===== src/hw/rtl/crf_pkg.sv =====
// shared types, constants and byte-scan functions for the changed region finder
`timescale 1ns / 1ps

package crf_pkg;

   // frame geometry
   localparam int MAX_WORDS   = 4096;
   localparam int WORD_IDX_W  = $clog2(MAX_WORDS);
   localparam int START_W     = 15;
   localparam int END_W       = 16;
   localparam int GAP_W       = 4;
   localparam int BYTE_IDX_W  = 3;
   localparam logic [GAP_W-1:0] GAP_RESET = 4'd5;

   // result queue geometry
   localparam int QUEUE_DEPTH = 4;
   localparam int QPTR_W      = $clog2(QUEUE_DEPTH);
   localparam int QCNT_W      = $clog2(QUEUE_DEPTH + 1);

   // one queue entry: the one or two regions caused by a single request
   typedef struct packed {
      logic               two;
      logic [START_W-1:0] start0;
      logic [END_W-1:0]   end0;
      logic [START_W-1:0] start1;
      logic [END_W-1:0]   end1;
   } crf_entry_type;

   // write side of the result queue
   typedef struct packed {
      logic          valid;
      crf_entry_type entry;
   } crf_push_type;

   // unchanged low-address bytes of a difference word
   function automatic logic [BYTE_IDX_W-1:0] low_same(input logic [63:0] d);
      logic [BYTE_IDX_W-1:0] n;
      logic                  hit;
      n   = '0;
      hit = 1'b0;
      for (int i = 0; i < 8; i++) begin
         if (!hit && (d[8*i +: 8] != 8'h00)) begin
            n   = BYTE_IDX_W'(i);
            hit = 1'b1;
         end
      end
      return n;
   endfunction

   // unchanged high-address bytes of a difference word
   function automatic logic [BYTE_IDX_W-1:0] high_same(input logic [63:0] d);
      logic [BYTE_IDX_W-1:0] n;
      logic                  hit;
      n   = '0;
      hit = 1'b0;
      for (int i = 0; i < 8; i++) begin
         if (!hit && (d[8*(7-i) +: 8] != 8'h00)) begin
            n   = BYTE_IDX_W'(i);
            hit = 1'b1;
         end
      end
      return n;
   endfunction

endpackage


===== src/hw/rtl/changed_region_finder.sv =====
// top level of the changed region finder: front end, result queue, output sequencer
// a request's regions enter the result queue on accept and are offered on rsp from its head
// one request per cycle while the result queue is not full; a request that closes two regions
//    takes two rsp transfers on the single output port draining a four-entry result queue
// req_tready drops only when the result queue is full
// reset (synchronous) empties the queue, closes any region, zeroes the word index, gap 5
`timescale 1ns / 1ps

module changed_region_finder (
   input  logic                      clock,
   input  logic                      reset,
   input  logic                      csr_wr_en,
   input  logic [crf_pkg::GAP_W-1:0] csr_wr_data,  // merge_gap
   input  logic                      req_tvalid,
   output logic                      req_tready,
   input  logic [127:0]              req_tdata,    // old_word [63:0], new_word [127:64]
   input  logic                      req_tlast,    // last_word
   output logic                      rsp_tvalid,
   input  logic                      rsp_tready,
   output logic [31:0]               rsp_tdata,    // region_start [14:0], region_end [30:15]
   output logic                      rsp_tlast     // last_of_item
);

   crf_pkg::crf_push_type  push;
   crf_pkg::crf_entry_type head;
   logic                   empty;
   logic                   full;
   logic                   pop;
   logic                   req_accept;

   assign req_tready = !full;
   assign req_accept = req_tvalid && req_tready;

   crf_front u_front (
      .clock       (clock),
      .reset       (reset),
      .csr_wr_en   (csr_wr_en),
      .csr_wr_data (csr_wr_data),
      .accept      (req_accept),
      .old_word    (req_tdata[63:0]),
      .new_word    (req_tdata[127:64]),
      .last_word   (req_tlast),
      .push        (push)
   );

   crf_queue u_queue (
      .clock (clock),
      .reset (reset),
      .push  (push),
      .pop   (pop),
      .head  (head),
      .empty (empty),
      .full  (full)
   );

   crf_back u_back (
      .clock      (clock),
      .reset      (reset),
      .head       (head),
      .empty      (empty),
      .pop        (pop),
      .rsp_tready (rsp_tready),
      .rsp_tvalid (rsp_tvalid),
      .rsp_tdata  (rsp_tdata),
      .rsp_tlast  (rsp_tlast)
   );

endmodule


===== src/hw/rtl/crf_front.sv =====
// front end: accepts word pairs, tracks the open region and builds result entries
`timescale 1ns / 1ps

module crf_front (
   input  logic                      clock,
   input  logic                      reset,
   input  logic                      csr_wr_en,
   input  logic [crf_pkg::GAP_W-1:0] csr_wr_data,
   input  logic                      accept,
   input  logic [63:0]               old_word,
   input  logic [63:0]               new_word,
   input  logic                      last_word,
   output crf_pkg::crf_push_type     push
);

   logic [crf_pkg::GAP_W-1:0]      merge_gap_ff, merge_gap_in;
   logic                           region_open_ff, region_open_in;
   logic [crf_pkg::START_W-1:0]    open_start_ff, open_start_in;
   logic [crf_pkg::BYTE_IDX_W-1:0] trailing_ff, trailing_in;
   logic [crf_pkg::WORD_IDX_W-1:0] word_index_ff, word_index_in;

   logic [63:0]                    diff;
   logic                           changed;
   logic                           final_word;
   logic [crf_pkg::BYTE_IDX_W-1:0] lead;
   logic [crf_pkg::BYTE_IDX_W-1:0] trail_new;
   logic [crf_pkg::START_W-1:0]    base;
   logic [crf_pkg::END_W-1:0]      base_ext;
   logic                           gap_split;
   logic                           close_a;
   logic                           open_mid;
   logic [crf_pkg::START_W-1:0]    start_mid;
   logic [crf_pkg::BYTE_IDX_W-1:0] trail_mid;
   logic                           close_b;
   logic [crf_pkg::END_W-1:0]      end_a;
   logic [crf_pkg::END_W-1:0]      end_b;

   // classify the word pair
   assign diff       = old_word ^ new_word;
   assign changed    = |diff;
   assign lead       = crf_pkg::low_same(diff);
   assign trail_new  = crf_pkg::high_same(diff);
   assign final_word = last_word ||
                       (word_index_ff == crf_pkg::WORD_IDX_W'(crf_pkg::MAX_WORDS - 1));
   assign base       = crf_pkg::START_W'({word_index_ff, 3'b000});
   assign base_ext   = crf_pkg::END_W'(base);

   // gap between the last changed word and this one
   assign gap_split = ({1'b0, trailing_ff} + {1'b0, lead}) >= merge_gap_ff;

   // first possible region: closed by an unchanged word or by a wide gap
   assign close_a = region_open_ff && (!changed || gap_split);
   assign end_a   = base_ext - crf_pkg::END_W'(trailing_ff);

   // region state after this word, before the final-word close
   assign open_mid  = changed;
   assign start_mid = (changed && (!region_open_ff || close_a)) ?
                      (base + crf_pkg::START_W'(lead)) : open_start_ff;
   assign trail_mid = changed ? trail_new : trailing_ff;

   // second possible region: closed at the end of the frame
   assign close_b = final_word && open_mid;
   assign end_b   = base_ext + crf_pkg::END_W'(8) - crf_pkg::END_W'(trail_mid);

   // entry for the result queue
   always_comb begin
      push.valid        = accept && (close_a || close_b);
      push.entry.two    = close_a && close_b;
      push.entry.start0 = close_a ? open_start_ff : start_mid;
      push.entry.end0   = close_a ? end_a : end_b;
      push.entry.start1 = start_mid;
      push.entry.end1   = end_b;
   end

   // next state
   always_comb begin
      merge_gap_in   = csr_wr_en ? csr_wr_data : merge_gap_ff;
      region_open_in = region_open_ff;
      open_start_in  = open_start_ff;
      trailing_in    = trailing_ff;
      word_index_in  = word_index_ff;
      if (accept) begin
         region_open_in = open_mid && !final_word;
         open_start_in  = start_mid;
         trailing_in    = trail_mid;
         word_index_in  = final_word ? '0 : word_index_ff + 1'b1;
      end
   end

   // state registers
   always_ff @(posedge clock) begin
      if (reset) begin
         merge_gap_ff   <= crf_pkg::GAP_RESET;
         region_open_ff <= 1'b0;
         open_start_ff  <= '0;
         trailing_ff    <= '0;
         word_index_ff  <= '0;
      end else begin
         merge_gap_ff   <= merge_gap_in;
         region_open_ff <= region_open_in;
         open_start_ff  <= open_start_in;
         trailing_ff    <= trailing_in;
         word_index_ff  <= word_index_in;
      end
   end

endmodule


===== src/hw/rtl/crf_queue.sv =====
// short result queue between the front end and the output sequencer
`timescale 1ns / 1ps

module crf_queue (
   input  logic                   clock,
   input  logic                   reset,
   input  crf_pkg::crf_push_type  push,
   input  logic                   pop,
   output crf_pkg::crf_entry_type head,
   output logic                   empty,
   output logic                   full
);

   crf_pkg::crf_entry_type         slots_ff [crf_pkg::QUEUE_DEPTH];
   logic [crf_pkg::QPTR_W-1:0]     wr_ptr_ff, wr_ptr_in;
   logic [crf_pkg::QPTR_W-1:0]     rd_ptr_ff, rd_ptr_in;
   logic [crf_pkg::QCNT_W-1:0]     count_ff, count_in;
   logic                           do_push;
   logic                           do_pop;

   assign empty   = (count_ff == '0);
   assign full    = (count_ff == crf_pkg::QCNT_W'(crf_pkg::QUEUE_DEPTH));
   assign do_push = push.valid && !full;
   assign do_pop  = pop && !empty;
   assign head    = slots_ff[rd_ptr_ff];

   // pointer and fill count update
   always_comb begin
      wr_ptr_in = do_push ? wr_ptr_ff + 1'b1 : wr_ptr_ff;
      rd_ptr_in = do_pop ? rd_ptr_ff + 1'b1 : rd_ptr_ff;
      count_in  = count_ff;
      if (do_push && !do_pop) begin
         count_in = count_ff + 1'b1;
      end else if (do_pop && !do_push) begin
         count_in = count_ff - 1'b1;
      end
   end

   always_ff @(posedge clock) begin
      if (reset) begin
         wr_ptr_ff <= '0;
         rd_ptr_ff <= '0;
         count_ff  <= '0;
      end else begin
         wr_ptr_ff <= wr_ptr_in;
         rd_ptr_ff <= rd_ptr_in;
         count_ff  <= count_in;
      end
   end

   // entry storage
   always_ff @(posedge clock) begin
      if (do_push) begin
         slots_ff[wr_ptr_ff] <= push.entry;
      end
   end

`ifndef SYNTHESIS
   a_no_overflow: assert property (@(posedge clock) disable iff (reset)
      full |-> !push.valid)
      else $error("request result pushed into a full queue");

   a_count_bound: assert property (@(posedge clock) disable iff (reset)
      count_ff <= crf_pkg::QCNT_W'(crf_pkg::QUEUE_DEPTH))
      else $error("queue count beyond depth");

   a_count_grows: assert property (@(posedge clock) disable iff (reset)
      (do_push && !do_pop) |=> (count_ff == $past(count_ff) + 1'b1))
      else $error("queue count did not grow on push");

   a_ptr_match: assert property (@(posedge clock) disable iff (reset)
      (count_ff == '0) |-> (wr_ptr_ff == rd_ptr_ff))
      else $error("empty queue with mismatched pointers");
`endif

endmodule


===== src/hw/rtl/crf_back.sv =====
// back end: plays out the one or two regions of each queue entry
`timescale 1ns / 1ps

module crf_back (
   input  logic                   clock,
   input  logic                   reset,
   input  crf_pkg::crf_entry_type head,
   input  logic                   empty,
   output logic                   pop,
   input  logic                   rsp_tready,
   output logic                   rsp_tvalid,
   output logic [31:0]            rsp_tdata,
   output logic                   rsp_tlast
);

   logic sub_ff, sub_in;
   logic take;

   assign rsp_tvalid = !empty;
   assign take       = rsp_tvalid && rsp_tready;
   assign rsp_tlast  = sub_ff || !head.two;
   assign pop        = take && rsp_tlast;

   // pick the region of the entry now shown
   always_comb begin
      if (sub_ff) begin
         rsp_tdata = {1'b0, head.end1, head.start1};
      end else begin
         rsp_tdata = {1'b0, head.end0, head.start0};
      end
   end

   // second region of a two-region entry follows the first
   always_comb begin
      sub_in = sub_ff;
      if (take) begin
         sub_in = !rsp_tlast;
      end
   end

   always_ff @(posedge clock) begin
      if (reset) begin
         sub_ff <= 1'b0;
      end else begin
         sub_ff <= sub_in;
      end
   end

endmodule


===== config.mk =====
export PLATFORM = sky130hd
export DESIGN_NAME = changed_region_finder
export DESIGN_NICKNAME = d
export VERILOG_FILES = /design/src/hw/rtl/crf_pkg.sv /design/src/hw/rtl/changed_region_finder.sv /design/src/hw/rtl/crf_front.sv /design/src/hw/rtl/crf_queue.sv /design/src/hw/rtl/crf_back.sv
export SDC_FILE = /design/constraint.sdc
export NUM_CORES = 1
export LEC_CHECK = 0
export BUFFER_PORTS_ARGS = -buffer_cell sky130_fd_sc_hd__buf_4
export CELL_PAD_IN_SITES_DETAIL_PLACEMENT = 0
export CELL_PAD_IN_SITES_GLOBAL_PLACEMENT = 1
export CORE_ASPECT_RATIO = 0.7
export CORE_MARGIN = 10
export CORE_UTILIZATION = 28
export CTS_CLUSTER_DIAMETER = 120
export CTS_CLUSTER_SIZE = 12
export DETAILED_ROUTE_END_ITERATION = 8
export HOLD_SLACK_MARGIN = 0.1
export PLACE_DENSITY = 0.48
export SLEW_MARGIN = 20
export SYNTH_ARGS = -nofsm -noshare
export SYNTH_HDL_FRONTEND = slang
export SYNTH_SLANG_ARGS = --single-unit
export TNS_END_PERCENT = 10

===== constraint.sdc =====
create_clock -name clock -period 6.4 [get_ports clock]
set_input_delay 0.64 -clock clock [delete_from_list [all_inputs] [get_ports clock]]
set_output_delay 0.64 -clock clock [all_outputs]
set_load 0.02 [all_outputs]

# After elaboration in Yosys (flattened, before gate mapping)
# Memory sizes are Yosys's and may differ from the RTL's. A register that Yosys moved wholly into a read port is not among the register bits.
# Index checks and enable logic that the tools add are counted.
[word_totals]
reg_bits = 43
ramBits = 252
inputBits = 138
output_inout_bits = 35
word_cells = 130
mem_count = 1
[op_classes]
addsub = 10
magnitude_cmp = 1
eq_ne = 2
muxes = 40
n_bitwise = 1
reduce_logical = 66
[memory_table]
columns = ["memory", "words", "word_bits", "read_ports", "rd_ports_with_merged_regs", "write_ports", "line", "text"]
rows = [
  ["u_queue.slots_ff", 4, 63, 1, 1, 1, "crf_queue.sv:14", "crf_pkg::crf_entry_type slots_ff [crf_pkg::QUEUE_DEPTH];"],
]
[op_table]
columns = ["op", "n"]
rows = [
  ["$reduce_bool 8->1", 8],
  ["$reduce_or 64->1", 1],
  ["$xor 64x64->64", 1],
  ["$mux 3", 13],
  ["$mux 31", 1],
  ["$mux 15", 2],
  ["$logic_and 1x1->1", 27],
  ["$logic_not 1->1", 23],
  ["$mux 1", 18],
  ["$add 15x4->16 const B", 1],
  ["$mux 16", 1],
  ["$sub 15x3->16", 1],
  ["$sub 16x3->16", 1],
  ["$add 15x3->15", 1],
  ["$add 12x1->12 const B", 1],
  ["$eq 12x12->1 const B", 1],
  ["$mux 12", 1],
  ["$mux 2", 4],
  ["$logic_or 1x1->1", 5],
  ["$add 2x1->2 const B", 2],
  ["$add 3x3->4", 1],
  ["$ge 4x4->1", 1],
  ["$add 3x1->3 const B", 1],
  ["$eq 3x3->1 const B", 1],
  ["other kinds (3)", 3],
]

# Logic depth before layout (Yosys ltp)
[depth]
depth_word = 35
mapped_depth = 23
ltp_nobuf = 21

# Cells and area by module
# A second synthesis with hierarchy kept.
[hier_totals]
cells_unflattened = 920
hier_area_um2 = 14134.8
[modules_own_cells]
columns = ["mod", "n_inst", "cells_per_inst", "area_each_um2", "seq_area_each_um2"]
rows = [
  ["crf_queue", 1, 377, 9630.5, 7747.4],
  ["crf_front", 1, 496, 4006.3, 700.7],
  ["crf_back", 1, 45, 488.0, 20.0],
  ["changed_region_finder", 1, 2, 10.0, 0.0],
]

# Worst setup path before layout
# No wires, ideal clock.
[synth_path]
path_kind = "input to register"
from = "in req_tdata[82]"
to = "mem u_queue.slots_ff[0][0] (netlist bit), enable pin"
setup_time_ps = 428
t_arrival_ps = 5249
required_time_ps = 5972
slack_ps = 723
cell_stages = 17
path_buffers = 2
path_cell_list = "xor2_1 -> nor4_2 -> nand2_1 -> or4_1 -> buf_6 -> nor2_1 -> nor3_1 -> ha_1 -> fa_1 -> ha_1 -> a21o_1 -> a21o_1 -> a21oi_1 -> a21bo_1 -> buf_6 -> a21oi_4 -> and2_1"
[synth_via]
elab_chain_len = 28
word_cells_on_any_way = 36
classes_between = "add/sub: 1; order compare: 1; mux: 13; bitwise: 1; reduce/logical: 20"
[synth_lines]
columns = ["element", "line", "text"]
rows = [
  ["from (decl)", "changed_region_finder.sv:16", "input logic [127:0] req_tdata,"],
  ["$xor 64x64->64 *", "crf_front.sv:39", "assign diff = old_word ^ new_word;"],
  ["$reduce_bool 8->1", "crf_pkg.sv:42", "if (!hit && (d[8*i +: 8] != 8'h00)) begin"],
  ["$logic_and 1x1->1", "crf_pkg.sv:42", ""],
  ["$mux 1", "crf_pkg.sv:42", ""],
  ["$logic_not 1->1", "crf_pkg.sv:42", ""],
  ["$logic_and 1x1->1", "crf_pkg.sv:42", ""],
  ["$mux 1", "crf_pkg.sv:42", ""],
  ["$logic_not 1->1", "crf_pkg.sv:42", ""],
  ["(+13 left out)", "n/a", ""],
  ["$logic_or 1x1->1", "crf_front.sv:52", "assign close_a = region_open_ff && (!changed || gap_split);"],
  ["$logic_and 1x1->1", "crf_front.sv:52", ""],
  ["$logic_or 1x1->1 *", "crf_front.sv:67", "push.valid = accept && (close_a || close_b);"],
  ["$logic_and 1x1->1 *", "crf_front.sv:67", ""],
  ["$logic_and 1x1->1 *", "crf_queue.sv:23", "assign do_push = push.valid && !full;"],
  ["via u_queue.do_push", "crf_queue.sv:18", "logic do_push;"],
  ["$mux 1 *", "crf_queue.sv:53", "if (do_push) begin"],
  ["$mux 1 (implied by the code) *", "crf_queue.sv:54", "slots_ff[wr_ptr_ff] <= push.entry;"],
  ["to (decl)", "crf_queue.sv:14", ""],
]
# Mark *: on every way through the listed nets, which the timed path passes. The rest lies on a longest branch.

# Worst setup path after layout
[layout_path]
from = "in req_tdata[85]"
to = "reg u_queue.count_ff[2] (netlist bit)"
[layout_via]
elab_chain_len = 29
word_cells_on_any_way = 39
classes_between = "add/sub: 1; order compare: 1; mux: 12; bitwise: 1; reduce/logical: 24"
[layout_lines]
columns = ["element", "line", "text"]
rows = [
  ["$xor 64x64->64 *", "crf_front.sv:39", ""],
  ["$reduce_bool 8->1", "crf_pkg.sv:42", ""],
  ["$logic_and 1x1->1", "crf_pkg.sv:42", ""],
  ["$mux 1", "crf_pkg.sv:42", ""],
  ["$logic_not 1->1", "crf_pkg.sv:42", ""],
  ["$logic_and 1x1->1", "crf_pkg.sv:42", ""],
  ["$mux 1", "crf_pkg.sv:42", ""],
  ["$logic_not 1->1", "crf_pkg.sv:42", ""],
  ["(+14 left out)", "n/a", ""],
  ["$logic_and 1x1->1", "crf_front.sv:52", ""],
  ["$logic_or 1x1->1 *", "crf_front.sv:67", ""],
  ["$logic_and 1x1->1 *", "crf_front.sv:67", ""],
  ["$logic_and 1x1->1 *", "crf_queue.sv:23", ""],
  ["via u_queue.do_push", "crf_queue.sv:18", ""],
  ["$logic_not 1->1", "crf_queue.sv:34", "end else if (do_pop && !do_push) begin"],
  ["$logic_and 1x1->1", "crf_queue.sv:34", ""],
  ["$reduce_bool 2->1 (no source line)", "n/a", ""],
  ["to (signal assigned)", "crf_queue.sv:47", "count_ff <= count_in;"],
  ["to (decl)", "crf_queue.sv:17", "logic [crf_pkg::QCNT_W-1:0] count_ff, count_in;"],
]
# Marks and branches as above.
# A chain may end at the register's enable or synchronous reset.

==> out/qor.yml <==
synthCells: 938
row_count: 68
fin_worst_skew_ps: 20.41
drc_errors: 0
outcome: "completed"
drt-total-wl_um: 36620
tightest_slew_ps: 915.4
clk_pin_slew_ps: 60
area_growth_pct: 20.98
post_cts_resize_count: 0
path_class: "in2reg"
layout-drive-gt1-share: 0.2982
leakagePower_nw: 6.215
io_pins: 173
port_buffers: 171
crit_path_start_kind: "input port"
cts_made_buffers: 28
synth_top_area_frac: 0.5428
core-area_mm2: 0.04926
dr.pass1.iters: 4
antenna_found_initial: 0
synth-simple-area-share: 0.06426
slew_viol_final: 0
max_cap_viol_count: 0
synth_most_common_cell: "edfxtp_1"
finalHoldViolCount: 0
synth_edf_count: 252
grt_usage: 0.1241
initialDrtViolationCount: 403
clkSinkCount: 297
finalCritPeriodShare: 0.7806
clock-root-buffer: "clkbuf_16"
wl_per_cell_um: 20.32
ir_worst_vdd_mv: 0.2069
fillerInstances: 4795
detail_route.vias_per_cell: 4.500
required_ps: 6900
crit_fanout: 8
dieHeight_um: 206.7
ys_seq_area_frac: 0.6074
cts_buffer_depth: 3
synthAdderAreaFrac: 0.04595
num_vias: 8109
dieArea_mm2: 0.05926
fmax_mhz: 200.2
ant_nets: 0
cp_slowest_cell: "or4_1"
yosysTopAreaCell: "edfxtp_1"
synth-compound-area-share: 0.04676
path_buf_inv: 2
syn_avg_cell_area_um2: 14.86
path_cells: "buf_4 -> xor2_1 -> nor4_2 -> nand2_1 -> or4_1 -> nor2_1 -> nor3_1 -> ha_1 -> fa_1 -> ha_1 -> a21o_1 -> a21o_1 -> a21oi_1 -> a21bo_1 -> a21oi_4 -> ha_1 -> inv_1 -> fa_1 -> xor2_1 -> or3_1 -> a21oi_1"
synth_cell_types: 61
fp.dieW_um: 286.7
setup-violations-final: 0
syn_area_mm2: 0.01394
crit_arrival_ps: 5500
maxSlewHeadroom: 0.3897
cts_max_level: 1
crit_top_cell: "ha_1"
gp_congestion: 0.7513
async_reset_ff_frac: 0
endpoint_kind: "flop"
grt_max_degree: 49
synth_warnings: 0
synth_nets: 1126
synthMuxAreaShare: 0.1431
n_antenna_cell: 0
synthTopCellsByCount: "edfxtp_1 (252), nor2_1 (85), xor2_1 (73), mux4_2 (63), ha_1 (48)"
hold_class: "in2reg"
cts_tree: "yes"
dp.final_hpwl_um: 24820
gr-total-overflow: 0
post_cts_buffers: 0
hold_buffers: 0
whs_ps: 298.9
synth_top_family_by_area: "multiplexers"
synthTopCellsByArea: "edfxtp_1 (54%), mux4_2 (10%), dfxtp_1 (6.5%)"
fin_nets: 1303
synth-xor-area-share: 0.06597
synth-seq-cells: 297
setup_tns_ps: 0
crit_family: "simple AND/OR/NAND/NOR gates"
critPathMaxStageDelay_ps: 730
worst_skew_pair.late_latency_ps: 580
grt_pass1_wl_um: 56360
initial_utilization: 0.2830
grt_setup_unrepaired: "false"
fin_crit_ps: 4996
power_density_mw_per_mm2: 303.7
synthFlopType: "edfxtp_1"
grt_pass1_vias: 8718
final cells by class:
type	count	area, um2	area share
repair buffers	187	1454	0.08620
inverters	46	172.7	0.01024
flip-flops and latches	297	8474	0.5024
well taps	665	832.0	0.04933
multi-input cells	555	5115	0.3033
clock inverters	2	35.03	0.002077
clock buffers	50	783.3	0.04644
flip-flops by register name, indices dropped and copies added, names as in the netlist, named ones only:
register,count
u_queue.slots_ff,252
u_front.open_start_ff,15
u_front.word_index_ff,12
u_front.merge_gap_ff,4
u_front.trailing_ff,3
u_queue.count_ff,3
u_queue.rd_ptr_ff,2
u_queue.wr_ptr_ff,2
u_back.sub_ff,1
u_front.region_open_ff,1
where the power goes:
| group | leakage, nW | switching, W | internal (W) | total, W |
|---|---|---|---|---|
| Clock | 0.386 | 0.000721 | 0.000827 | 0.00155 |
| Combinational | 3.12 | 0.000620 | 0.000604 | 0.00122 |
| Sequential | 2.70 | 0.000103 | 0.00225 | 0.00235 |
| Total | 6.21 | 0.00144 | 0.00368 | 0.00512 |
final timing paths:
kind                                          end  cells after the start  slack (ps)                                 start
max              u_queue.count_ff[2]$_SDFFE_PP0P_                     21        1400                         req_tdata[85]
min          u_front.merge_gap_ff[0]$_SDFFE_PP1P_                      3         300                        csr_wr_data[0]
max reg2reg     u_queue.slots_ff[1][44]$_DFFE_PP_                     13        2610   u_front.trailing_ff[0]$_SDFFE_PP0P_
min reg2reg  u_front.merge_gap_ff[0]$_SDFFE_PP1P_                      2         480  u_front.merge_gap_ff[0]$_SDFFE_PP1P_
worst min-delay path, stage by stage:
cell and delay, ps:
buf_4 80, mux2i_1 50, nand2_1 60
cell families (layout without fill, tap and decap cells):
group | count (synthesis) | after routing
DFF | 297 | 297
and+or+nand+nor | 190 | 190
muxes | 116 | 116
xor gates and xnor gates | 105 | 105
AOI/OAI and AO/OA | 93 | 93
buffers and inverters | 86 | 285
adders and majority gates | 50 | 50
other | 1 | 1
metrics by stage:
step             util  total power, W  area, um2  cells  worst slack, ps
2_1_floorplan       -        0.003200      13940    938            723.1
3_3_place_gp   0.3258        0.003658      16050   1750            853.7
3_5_place_dp   0.3258        0.003663      16050   1750            779.4
4_1_cts        0.3424        0.005234      16870   1802             1379
5_1_grt        0.3424        0.005403      16870   1802             1065
6_report       0.3424        0.005122      16870   1802             1404
per-layer routing:
metal / share of wire / GRT usage
met2: 0.46 / 0.2002
met4: 0.017 / 0.02232
met1: 0.48 / 0.1764
met5: 0 / 0
met3: 0.039 / 0.01870
placed cells by master (no fill, tap or decap), drive strengths merged, types with 36 or more instances in the layout:
cell type	synthesis	layout
mux2	36	36
buf	14	187
edfxtp	252	252
inv	46	46
nand2	37	37
mux4	63	63
nor2	85	85
xor2	73	73
clkbuf	26	50
ha	48	48
dfxtp	45	45
a21oi	40	40
Power figures use the tool's default switching activity.
